<file path="src/rtl/crc_checked_frame_receiver_core_assert.svh">
// Assertion macros used by the frame core module (cfr_frame_core).
`ifndef CRC_CHECKED_FRAME_RECEIVER_CORE_ASSERT_SVH
`define CRC_CHECKED_FRAME_RECEIVER_CORE_ASSERT_SVH

// Same-cycle implication, checked outside reset.
`define CFR_ASSERT_NOW(label, clk, rst_n, ante, cons) \
    label: assert property (@(posedge clk) disable iff (!rst_n) (ante) |-> (cons)) \
        else $error("%m: assertion failed");

// Next-cycle implication, checked outside reset.
`define CFR_ASSERT_NEXT(label, clk, rst_n, ante, cons) \
    label: assert property (@(posedge clk) disable iff (!rst_n) (ante) |=> (cons)) \
        else $error("%m: assertion failed");

`endif

</file>
<file path="src/rtl/cfr_pkg.sv">
package cfr_pkg;

    localparam int MAX_POSITION = 126;
    localparam int POS_W        = $clog2(MAX_POSITION + 1);
    localparam int CMP_W        = ((POS_W > 8) ? POS_W : 8) + 1;
    localparam int BYTE_W       = 8;
    localparam int CRC_W        = 16;
    localparam int PIDX_W       = 7;
    localparam int STATUS_W     = 2;
    localparam int CFG_IDX_W    = 2;
    localparam int RESULT_W     = 5 * BYTE_W + PIDX_W + STATUS_W;
    localparam int TDATA_W      = ((RESULT_W + 7) / 8) * 8;

    localparam logic [CRC_W-1:0] CRC_POLY = 16'h1021;

    localparam logic [BYTE_W-1:0] SYNC_FIRST_RST  = 8'h58;
    localparam logic [BYTE_W-1:0] SYNC_SECOND_RST = 8'h4A;
    localparam logic [BYTE_W-1:0] END_MARKER_RST  = 8'hEE;

    localparam logic [CFG_IDX_W-1:0] CFG_SYNC_FIRST  = 2'd0;
    localparam logic [CFG_IDX_W-1:0] CFG_SYNC_SECOND = 2'd1;
    localparam logic [CFG_IDX_W-1:0] CFG_END_MARKER  = 2'd2;

    localparam logic [STATUS_W-1:0] ST_GOOD      = 2'd0;
    localparam logic [STATUS_W-1:0] ST_BAD_END   = 2'd1;
    localparam logic [STATUS_W-1:0] ST_CRC_ERR   = 2'd2;
    localparam logic [STATUS_W-1:0] ST_OVERLENGTH = 2'd3;

    localparam logic KIND_PAYLOAD = 1'b0;
    localparam logic KIND_VERDICT = 1'b1;

    typedef struct packed {
        logic [BYTE_W-1:0] sync_first;
        logic [BYTE_W-1:0] sync_second;
        logic [BYTE_W-1:0] end_marker;
    } cfg_t;

    typedef struct packed {
        logic              valid;
        logic [BYTE_W-1:0] data;
    } beat_t;

    function automatic logic [CRC_W-1:0] crc_byte(input logic [CRC_W-1:0] crc,
                                                  input logic [BYTE_W-1:0] b);
        logic [CRC_W-1:0] c;
        c = crc ^ {b, 8'h00};
        for (int k = 0; k < 8; k++)
        begin
            c = c[CRC_W-1] ? ({c[CRC_W-2:0], 1'b0} ^ CRC_POLY) : {c[CRC_W-2:0], 1'b0};
        end
        return c;
    endfunction

endpackage

</file>
<file path="src/rtl/cfr_cfg_regs.sv">
module cfr_cfg_regs
    import cfr_pkg::*;
(
    input  logic                 clk,
    input  logic                 rst_n,
    input  logic                 cfg_valid,
    output logic                 cfg_ready,
    input  logic [CFG_IDX_W-1:0] cfg_index,
    input  logic [BYTE_W-1:0]    cfg_data,
    output cfg_t                 cfg
);

    cfg_t cfg_reg;
    cfg_t cfg_next;

    assign cfg_ready = 1'b1;
    assign cfg       = cfg_reg;

    always_comb
    begin
        cfg_next = cfg_reg;
        if (cfg_valid)
        begin
            unique case (cfg_index)
                CFG_SYNC_FIRST:  cfg_next.sync_first  = cfg_data;
                CFG_SYNC_SECOND: cfg_next.sync_second = cfg_data;
                CFG_END_MARKER:  cfg_next.end_marker  = cfg_data;
                default:         cfg_next             = cfg_reg;
            endcase
        end
    end

    always_ff @(posedge clk or negedge rst_n)
    begin
        if (!rst_n)
        begin
            cfg_reg.sync_first  <= SYNC_FIRST_RST;
            cfg_reg.sync_second <= SYNC_SECOND_RST;
            cfg_reg.end_marker  <= END_MARKER_RST;
        end
        else
        begin
            cfg_reg <= cfg_next;
        end
    end

endmodule

</file>
<file path="src/rtl/cfr_in_reg.sv">
module cfr_in_reg
    import cfr_pkg::*;
(
    input  logic              clk,
    input  logic              rst_n,
    input  logic              s_tvalid,
    output logic              s_tready,
    input  logic [BYTE_W-1:0] s_tdata,
    input  logic              take,
    output beat_t             beat
);

    logic              valid_reg;
    logic              valid_next;
    logic [BYTE_W-1:0] data_reg;

    // A held beat leaves when the core takes it, so a new one may enter the same cycle.
    assign s_tready   = !valid_reg || take;
    assign valid_next = (s_tvalid && s_tready) || (valid_reg && !take);

    always_ff @(posedge clk or negedge rst_n)
    begin
        if (!rst_n)
        begin
            valid_reg <= 1'b0;
        end
        else
        begin
            valid_reg <= valid_next;
        end
    end

    always_ff @(posedge clk)
    begin
        if (s_tvalid && s_tready)
        begin
            data_reg <= s_tdata;
        end
    end

    assign beat.valid = valid_reg;
    assign beat.data  = data_reg;

endmodule

</file>
<file path="src/rtl/cfr_frame_core.sv">
module cfr_frame_core
    import cfr_pkg::*;
(
    input  logic               clk,
    input  logic               rst_n,
    input  cfg_t               cfg,
    input  beat_t              beat,
    output logic               take,
    output logic               m_tvalid,
    input  logic               m_tready,
    output logic [TDATA_W-1:0] m_tdata,
    output logic               m_tuser
);

    `include "crc_checked_frame_receiver_core_assert.svh"

    localparam logic [POS_W-1:0] POS_HUNT    = POS_W'(0);
    localparam logic [POS_W-1:0] POS_SYNC2   = POS_W'(1);
    localparam logic [POS_W-1:0] POS_TYPE    = POS_W'(2);
    localparam logic [POS_W-1:0] POS_DIR     = POS_W'(3);
    localparam logic [POS_W-1:0] POS_CMD     = POS_W'(4);
    localparam logic [POS_W-1:0] POS_LEN     = POS_W'(5);
    localparam logic [POS_W-1:0] POS_PAYLOAD = POS_W'(6);

    logic [POS_W-1:0]  pos_reg, pos_next;
    logic [CRC_W-1:0]  crc_reg, crc_next;
    logic [BYTE_W-1:0] len_reg, len_next;
    logic [BYTE_W-1:0] type_reg, type_next;
    logic [BYTE_W-1:0] dir_reg, dir_next;
    logic [BYTE_W-1:0] cmd_reg, cmd_next;
    logic [CRC_W-1:0]  rx_crc_reg, rx_crc_next;
    logic              end_ok_reg, end_ok_next;

    logic                out_valid_reg, out_valid_next;
    logic                kind_reg;
    logic [BYTE_W-1:0]   pbyte_reg;
    logic [PIDX_W-1:0]   pidx_reg;
    logic [STATUS_W-1:0] status_reg;
    logic [BYTE_W-1:0]   otype_reg, odir_reg, ocmd_reg, olen_reg;

    logic [BYTE_W-1:0]   b;
    logic [CMP_W-1:0]    pos_c;
    logic [CMP_W-1:0]    crc_at;
    logic [POS_W:0]      pos_inc;
    logic [POS_W-1:0]    idx_full;
    logic [CRC_W-1:0]    crc_upd;
    logic                has_res;
    logic                res_kind;
    logic [STATUS_W-1:0] res_status;
    logic                is_payload;
    logic                at_verdict;
    logic                in_frame;

    assign b        = beat.data;
    assign take     = beat.valid && (!out_valid_reg || m_tready);
    assign pos_c    = CMP_W'(pos_reg);
    assign crc_at   = CMP_W'(len_reg) + CMP_W'(POS_PAYLOAD);
    assign pos_inc  = {1'b0, pos_reg} + (POS_W + 1)'(1);
    assign idx_full = pos_reg - POS_PAYLOAD;
    assign crc_upd  = crc_byte((pos_reg == POS_TYPE) ? CRC_W'(0) : crc_reg, b);

    always_comb
    begin
        pos_next    = pos_reg;
        crc_next    = crc_reg;
        len_next    = len_reg;
        type_next   = type_reg;
        dir_next    = dir_reg;
        cmd_next    = cmd_reg;
        rx_crc_next = rx_crc_reg;
        end_ok_next = end_ok_reg;
        is_payload  = 1'b0;
        at_verdict  = 1'b0;
        in_frame    = 1'b1;
        res_status  = ST_GOOD;

        priority if (pos_reg == POS_HUNT)
        begin
            in_frame = 1'b0;
            if (b == cfg.sync_first)
            begin
                pos_next = POS_SYNC2;
            end
        end
        else if (pos_reg == POS_SYNC2)
        begin
            in_frame = 1'b0;
            if (b == cfg.sync_second)
            begin
                pos_next = POS_TYPE;
                crc_next = '0;
            end
            else if (b != cfg.sync_first)
            begin
                pos_next = POS_HUNT;
            end
        end
        else if (pos_reg == POS_TYPE)
        begin
            type_next = b;
            crc_next  = crc_upd;
        end
        else if (pos_reg == POS_DIR)
        begin
            dir_next = b;
            crc_next = crc_upd;
        end
        else if (pos_reg == POS_CMD)
        begin
            cmd_next = b;
            crc_next = crc_upd;
        end
        else if (pos_reg == POS_LEN)
        begin
            len_next = b;
            crc_next = crc_upd;
        end
        else if (pos_c < crc_at)
        begin
            crc_next   = crc_upd;
            is_payload = 1'b1;
        end
        else if (pos_c == crc_at)
        begin
            rx_crc_next = {b, 8'h00};
        end
        else if (pos_c == crc_at + CMP_W'(1))
        begin
            rx_crc_next = {rx_crc_reg[CRC_W-1:8], b};
        end
        else if (pos_c == crc_at + CMP_W'(2))
        begin
            end_ok_next = (b == cfg.end_marker);
        end
        else
        begin
            at_verdict = 1'b1;
            pos_next   = POS_HUNT;
            if (!(end_ok_reg && (b == cfg.end_marker)))
            begin
                res_status = ST_BAD_END;
            end
            else if (crc_reg != rx_crc_reg)
            begin
                res_status = ST_CRC_ERR;
            end
            else
            begin
                res_status = ST_GOOD;
            end
        end

        has_res  = at_verdict;
        res_kind = KIND_VERDICT;
        if (in_frame && !at_verdict)
        begin
            if (pos_inc > (POS_W + 1)'(MAX_POSITION))
            begin
                pos_next   = POS_HUNT;
                has_res    = 1'b1;
                res_status = ST_OVERLENGTH;
            end
            else
            begin
                pos_next = pos_inc[POS_W-1:0];
                has_res  = is_payload;
                res_kind = KIND_PAYLOAD;
            end
        end
    end

    always_comb
    begin
        if (take)
        begin
            out_valid_next = has_res;
        end
        else if (m_tready)
        begin
            out_valid_next = 1'b0;
        end
        else
        begin
            out_valid_next = out_valid_reg;
        end
    end

    always_ff @(posedge clk or negedge rst_n)
    begin
        if (!rst_n)
        begin
            pos_reg       <= POS_HUNT;
            crc_reg       <= '0;
            len_reg       <= '0;
            type_reg      <= '0;
            dir_reg       <= '0;
            cmd_reg       <= '0;
            rx_crc_reg    <= '0;
            end_ok_reg    <= 1'b0;
            out_valid_reg <= 1'b0;
        end
        else
        begin
            out_valid_reg <= out_valid_next;
            if (take)
            begin
                pos_reg    <= pos_next;
                crc_reg    <= crc_next;
                len_reg    <= len_next;
                type_reg   <= type_next;
                dir_reg    <= dir_next;
                cmd_reg    <= cmd_next;
                rx_crc_reg <= rx_crc_next;
                end_ok_reg <= end_ok_next;
            end
        end
    end

    always_ff @(posedge clk)
    begin
        if (take && has_res)
        begin
            kind_reg   <= res_kind;
            pbyte_reg  <= (res_kind == KIND_PAYLOAD) ? b : BYTE_W'(0);
            pidx_reg   <= (res_kind == KIND_PAYLOAD) ? PIDX_W'(idx_full) : PIDX_W'(0);
            status_reg <= res_status;
            otype_reg  <= type_next;
            odir_reg   <= dir_next;
            ocmd_reg   <= cmd_next;
            olen_reg   <= len_next;
        end
    end

    assign m_tvalid = out_valid_reg;
    assign m_tuser  = kind_reg;
    assign m_tdata  = {(TDATA_W - RESULT_W)'(0), status_reg, olen_reg, ocmd_reg, odir_reg,
                       otype_reg, pidx_reg, pbyte_reg};

    `CFR_ASSERT_NOW(a_pos_limit, clk, rst_n, 1'b1, pos_reg <= POS_W'(MAX_POSITION))
    `CFR_ASSERT_NEXT(a_verdict_rehunt, clk, rst_n,
        take && has_res && (res_kind == KIND_VERDICT), pos_reg == POS_HUNT)
    `CFR_ASSERT_NOW(a_payload_status, clk, rst_n,
        out_valid_reg && (kind_reg == KIND_PAYLOAD), status_reg == ST_GOOD)
    `CFR_ASSERT_NEXT(a_stall_holds_state, clk, rst_n,
        beat.valid && !take, $stable(pos_reg) && $stable(crc_reg))

endmodule

</file>
<file path="src/rtl/crc_checked_frame_receiver_core.sv">
// Receiver for sync-framed packets checked by CRC-16 (poly 0x1021, init 0).
// Raw link bytes enter on the s_* stream, one byte per beat.  The block hunts
// for the two sync bytes, then reads type, direction, command, a length byte,
// the payload, a big-endian CRC and two end markers.
// Every payload byte leaves on the m_* stream as a beat with tuser low; at the
// second end marker, or when a frame runs past the position limit, one verdict
// beat leaves with tuser high and the status field set.
// The cfg_* channel writes the sync and end-marker registers; it is always
// ready and should only be used while no frame is in flight.
// An accepted input beat passes through the input register and then the output
// register before its result beat appears.  Throughput is one byte per cycle
// while m_tready does not stall the output, set by the byte-wise CRC update.
// Reset returns the parser to the sync hunt with the registers at their
// defaults and no beat pending.  When m_tready is low the output register
// holds its beat and s_tready falls once the input register is also full.
module crc_checked_frame_receiver_core
    import cfr_pkg::*;
(
    input  logic                 clk,
    input  logic                 rst_n,
    input  logic                 s_tvalid,
    output logic                 s_tready,
    input  logic [BYTE_W-1:0]    s_tdata,   // [7:0] data_byte
    output logic                 m_tvalid,
    input  logic                 m_tready,
    output logic [TDATA_W-1:0]   m_tdata,   // payload_byte, payload_index, frame_type,
                                            // frame_direction, frame_command,
                                            // payload_length, status, zero fill
    output logic                 m_tuser,   // [0] kind
    input  logic                 cfg_valid,
    output logic                 cfg_ready,
    input  logic [CFG_IDX_W-1:0] cfg_index,
    input  logic [BYTE_W-1:0]    cfg_data
);

    cfg_t  cfg;
    beat_t beat;
    logic  take;

    cfr_cfg_regs u_cfg_regs (
        .clk       (clk),
        .rst_n     (rst_n),
        .cfg_valid (cfg_valid),
        .cfg_ready (cfg_ready),
        .cfg_index (cfg_index),
        .cfg_data  (cfg_data),
        .cfg       (cfg)
    );

    cfr_in_reg u_in_reg (
        .clk      (clk),
        .rst_n    (rst_n),
        .s_tvalid (s_tvalid),
        .s_tready (s_tready),
        .s_tdata  (s_tdata),
        .take     (take),
        .beat     (beat)
    );

    cfr_frame_core u_frame_core (
        .clk      (clk),
        .rst_n    (rst_n),
        .cfg      (cfg),
        .beat     (beat),
        .take     (take),
        .m_tvalid (m_tvalid),
        .m_tready (m_tready),
        .m_tdata  (m_tdata),
        .m_tuser  (m_tuser)
    );

endmodule
</file>
<file path="config.mk">
export PLATFORM = sky130hd
export DESIGN_NAME = crc_checked_frame_receiver_core
export DESIGN_NICKNAME = d
export VERILOG_FILES = /design/src/rtl/cfr_pkg.sv /design/src/rtl/cfr_cfg_regs.sv /design/src/rtl/cfr_in_reg.sv /design/src/rtl/cfr_frame_core.sv /design/src/rtl/crc_checked_frame_receiver_core.sv
export VERILOG_INCLUDE_DIRS = /design/src /design/src/rtl
export SDC_FILE = /design/constraint.sdc
export NUM_CORES = 1
export LEC_CHECK = 0
export ABC_AREA = 1
export BUFFER_PORTS_ARGS = -buffer_cell sky130_fd_sc_hd__buf_2
export CORE_MARGIN = 5
export CORE_UTILIZATION = 45
export CTS_BUF_LIST = sky130_fd_sc_hd__clkbuf_8 sky130_fd_sc_hd__clkbuf_16
export DETAILED_ROUTE_END_ITERATION = 7
export PLACE_DENSITY = 0.64
export SLEW_MARGIN = 20
export SYNTH_ARGS = -nofsm -noshare
export SYNTH_HDL_FRONTEND = slang
export SYNTH_SLANG_ARGS = --single-unit
</file>
<file path="constraint.sdc">
create_clock -name clk -period 5.5 [get_ports clk]
set_input_delay 0.825 -clock clk [delete_from_list [all_inputs] [get_ports clk]]
set_output_delay 0.825 -clock clk [all_outputs]
set_load 0.005 [all_outputs]
</file>
==> results by group <==
Status
  – Outcome: finished clean

Synth
  – Top_reg_cell synth: dfrtp_1
  – Mean Syn Cell Area: 8.77 um^2
  – EDFF count, synth: 58
  – Synthesized flop and latch total: ~160
  – Share of flip-flops with an asynchronous set or reset: 62.8%
  – Mapped Area: between 0.008 and 0.009 mm^2
  – Yosys cell types: 48
  – Gate Count Post-Synth: 936
  – Register area share after synthesis: 51.3%
  – Synth warn: 0

STA
  – Count of pins over their slew limit: 0
  – Headroom to the max-slew limit: 35.2%
  – Unrepaired setup endpoints after global routing: false
  – Period minus WS final: 3.91 ns
  – Max Clock Freq: 256 MHz
  – Least-Margin Pin Slew: between 0.9 and 1 ns
  – Setup violators final: 0
  – Final hold vios: 0
  – Post-Route Setup TNS: 0 ns
  – Period utilization: 71.1%
  – Clock skew: 0.00913 ns

Layout
  – Share of cells above drive strength 1: between 15 and 20%
  – Max reg flops: 24
  – Finished Cell Area: 0.00931 mm^2
  – Area Overhead vs Synth: 13.3%
  – Final nets: between 1k and 1.5k
  – # diodes: 0

GRT
  – Largest net degree at the start of global routing: 68
  – GRT Util Overall: approximately a fifth
  – Met1 GRT Util: about a quarter
  – GRT overflow: 0
  – GR Layer Usage met3: 4.08%
  – First-pass GRT wire length: roughly 33 mm
  – Met2 usage: 29.8%
  – GRT Max-Usage Layer: met2
  – Vias in the first global route: 6289
  – Initial antenna violation count: 0

Worst setup path
  – Critical Path RT: 5.41 ns
  – Crit path capture type: register
  – Crit path arrival time: 3.83 ns
  – Worst setup SP type: register
  – Setup Crit Path Kind: register to register
  – Worst Path Max Fanout: 50

Drt
  – Routed WL: between 15 and 20 mm
  – Per-cell routed wire length: 15.9 um
  – Vias per Instance: a little over 5
  – Initial DRC count: 474
  – Total number of vias: roughly 6.4k
  – Routed Antenna Nets: 0
  – 1st-pass router iterations: 5
  – Residual DRC count: 0

Clocking
  – Worst skew pair latency: 0.44 ns
  – Clk slew on worst S/H paths: 0.07 ns
  – CTS Root Cell: clkbuf_16
  – CTS tree: built
  – Clock sinks: 156
  – # Post-CTS Setup Buffers: 0
  – Hold Buf Count CTS: 0
  – TritonCTS Buffers: 17
  – H-tree Lvls: 4
  – CTS Buffer Depth: 2
  – Post_cts resized: 0

Die
  – Std cell rows: 49
  – Initial core utilization: 45.7%
  – Die footprint: 0.0210 mm^2
  – Die H: 145 um
  – Core area: about 0.018 mm^2
  – IO Pins: 83
  – Chip Width: 145 um

Run
  – Maxcap violations: 0

Power
  – Pwr dens: 487 mW/mm^2
  – Max IR drop VDD: roughly 0.25 mV
  – Leakage: roughly 0.0043 uW

Placement
  – Placed inst area: 0.00869 mm^2
  – IO Port Bufs: 74
  – Post-detail-place hpwl: roughly 14 mm
  – GPL Wtd Cong: between 0.8 and 0.9

Hold path
  – Worst hold path type: primary input to asynchronous set/reset pin
## cells in the final DEF (no fill, tap or decap), types with 9 or more instances in the layout
| cell | count |
|---|---|
| dfrtp_1 | 86 |
| inv_1 | 82 |
| o21ai_0 | 85 |
| o21ai_1 | 16 |
| nor2_1 | 60 |
| ha_1 | 15 |
| dfstp_2 | 12 |
| clkbuf_16 | 17 |
| xnor2_1 | 23 |
| buf_2 | 73 |
| xor2_1 | 29 |
| a21oi_1 | 9 |
| nand3_1 | 52 |
| nand4_1 | 18 |
| nand2_1 | 269 |
| edfxtp_1 | 58 |
| inv_2 | 11 |
## per-stage QoR
stage | hold slack [ns] | power (uW) | worst slack (ns) | util (%) | instances
2_1_floorplan | 0.449 | 2920 | 1.73 | - | 942
3_3_place_gp | 0.461 | 3290 | 1.71 | 48.4 | 1210
3_5_place_dp | 0.465 | 3330 | 1.55 | 48.4 | 1210
4_1_cts | 0.483 | 4550 | 1.54 | 51.8 | 1242
5_1_grt | 0.509 | 4840 | 1.16 | 51.8 | 1242
6_report | 0.474 | 4530 | 1.59 | 51.8 | 1242
## synth_stat cells (3+ instances only)
cell,n,area (um^2)
a21oi_1,9,45.0
buf_1,3,11.3
buf_2,8,40.0
buf_4,8,60.1
buf_6,5,56.3
clkbuf_1,13,48.8
dfrtp_1,86,2150
dfstp_2,12,315
edfxtp_1,58,1740
ha_1,15,188
inv_1,82,308
inv_2,11,41.3
nand2_1,269,1010
nand2_2,5,31.3
nand3_1,52,260
nand3_4,5,87.6
nand3b_1,3,22.5
nand4_1,18,113
nor2_1,60,225
nor2_2,8,50.1
nor2_4,3,33.8
nor3_1,6,30.0
o21ai_0,85,425
o21ai_1,16,80.1
o21ai_2,8,70.1
o22ai_1,4,25.0
or2_2,5,31.3
xnor2_1,23,201
xor2_1,29,254
## layer usage
metal,vias up,wire (um)
met5,-,0
met4,0,460
met1,2984,9330
met3,35,1070
li1,3159,-
met2,178,8920
## logic make-up after synthesis
kind of cell	after synthesis	synth area share [%]
fa+ha+maj	15	2.29
buf+inv	132	7.03
compound gates	131	8.93
xor+xnor	53	5.75
flops	156	51.3
other cells	2	0.0915
simple gates	447	24.7
## worst paths after layout
kind | startpoint | end | slack, ns | depth (start not counted)
worst min register to register | u_frame_core.dir_reg[6]$_DFFE_PN0P_ | u_frame_core.dir_reg[6]$_DFFE_PN0P_ | 0.48 | 2
worst max-delay path | u_frame_core.len_reg[1]$_DFFE_PN0P_ | u_frame_core.otype_reg[2]$_DFFE_PP_ | 1.59 | 16
worst min-delay path | rst_n | u_cfg_regs.cfg[17]$_DFFE_PN0P_ | 0.47 | 1
min in group clk | u_frame_core.dir_reg[6]$_DFFE_PN0P_ | u_frame_core.dir_reg[6]$_DFFE_PN0P_ | 0.48 | 2
worst max register to register | u_frame_core.len_reg[1]$_DFFE_PN0P_ | u_frame_core.otype_reg[2]$_DFFE_PP_ | 1.59 | 16
max in group asynchronous | rst_n | u_frame_core.type_reg[0]$_DFFE_PN0P_ | 3.99 | 2
## area by class of cell
type / count / area (um^2)
Multi-Input combinational cell: 654 / 3450
Fill cell: 1658 / 8660
Tap cell: 229 / 287
Clock inverter: 15 / 185
Clock buffer: 17 / 425
Inverter: 94 / 357
Timing Repair Buffer: 77 / 395
Sequential cell: 156 / 4210
## power breakdown
| part | switching [uW] | total [uW] | internal [uW] |
|---|---|---|---|
| clock network | 532 | 1220 | 685 |
| logic | 1010 | 1540 | 533 |
| registers | 197 | 1780 | 1580 |
| total | 1730 | 4530 | 2800 |
## worst max-delay path: stages, from the launching register on
cell,delay (ns)
dfrtp_1,0.45
inv_2,0.09
ha_1,0.28
inv_1,0.12
nand3_1,0.08
nand2_1,0.11
nand2_2,0.09
ha_1,0.28
nand2_1,0.06
nor3_1,0.25
nand2_1,0.33
inv_2,0.13
nor2_2,0.06
nand4_1,0.13
o21ai_0,0.10
nand2_1,0.10
clkinv_2,0.69
Power figures use the tool's default switching activity.
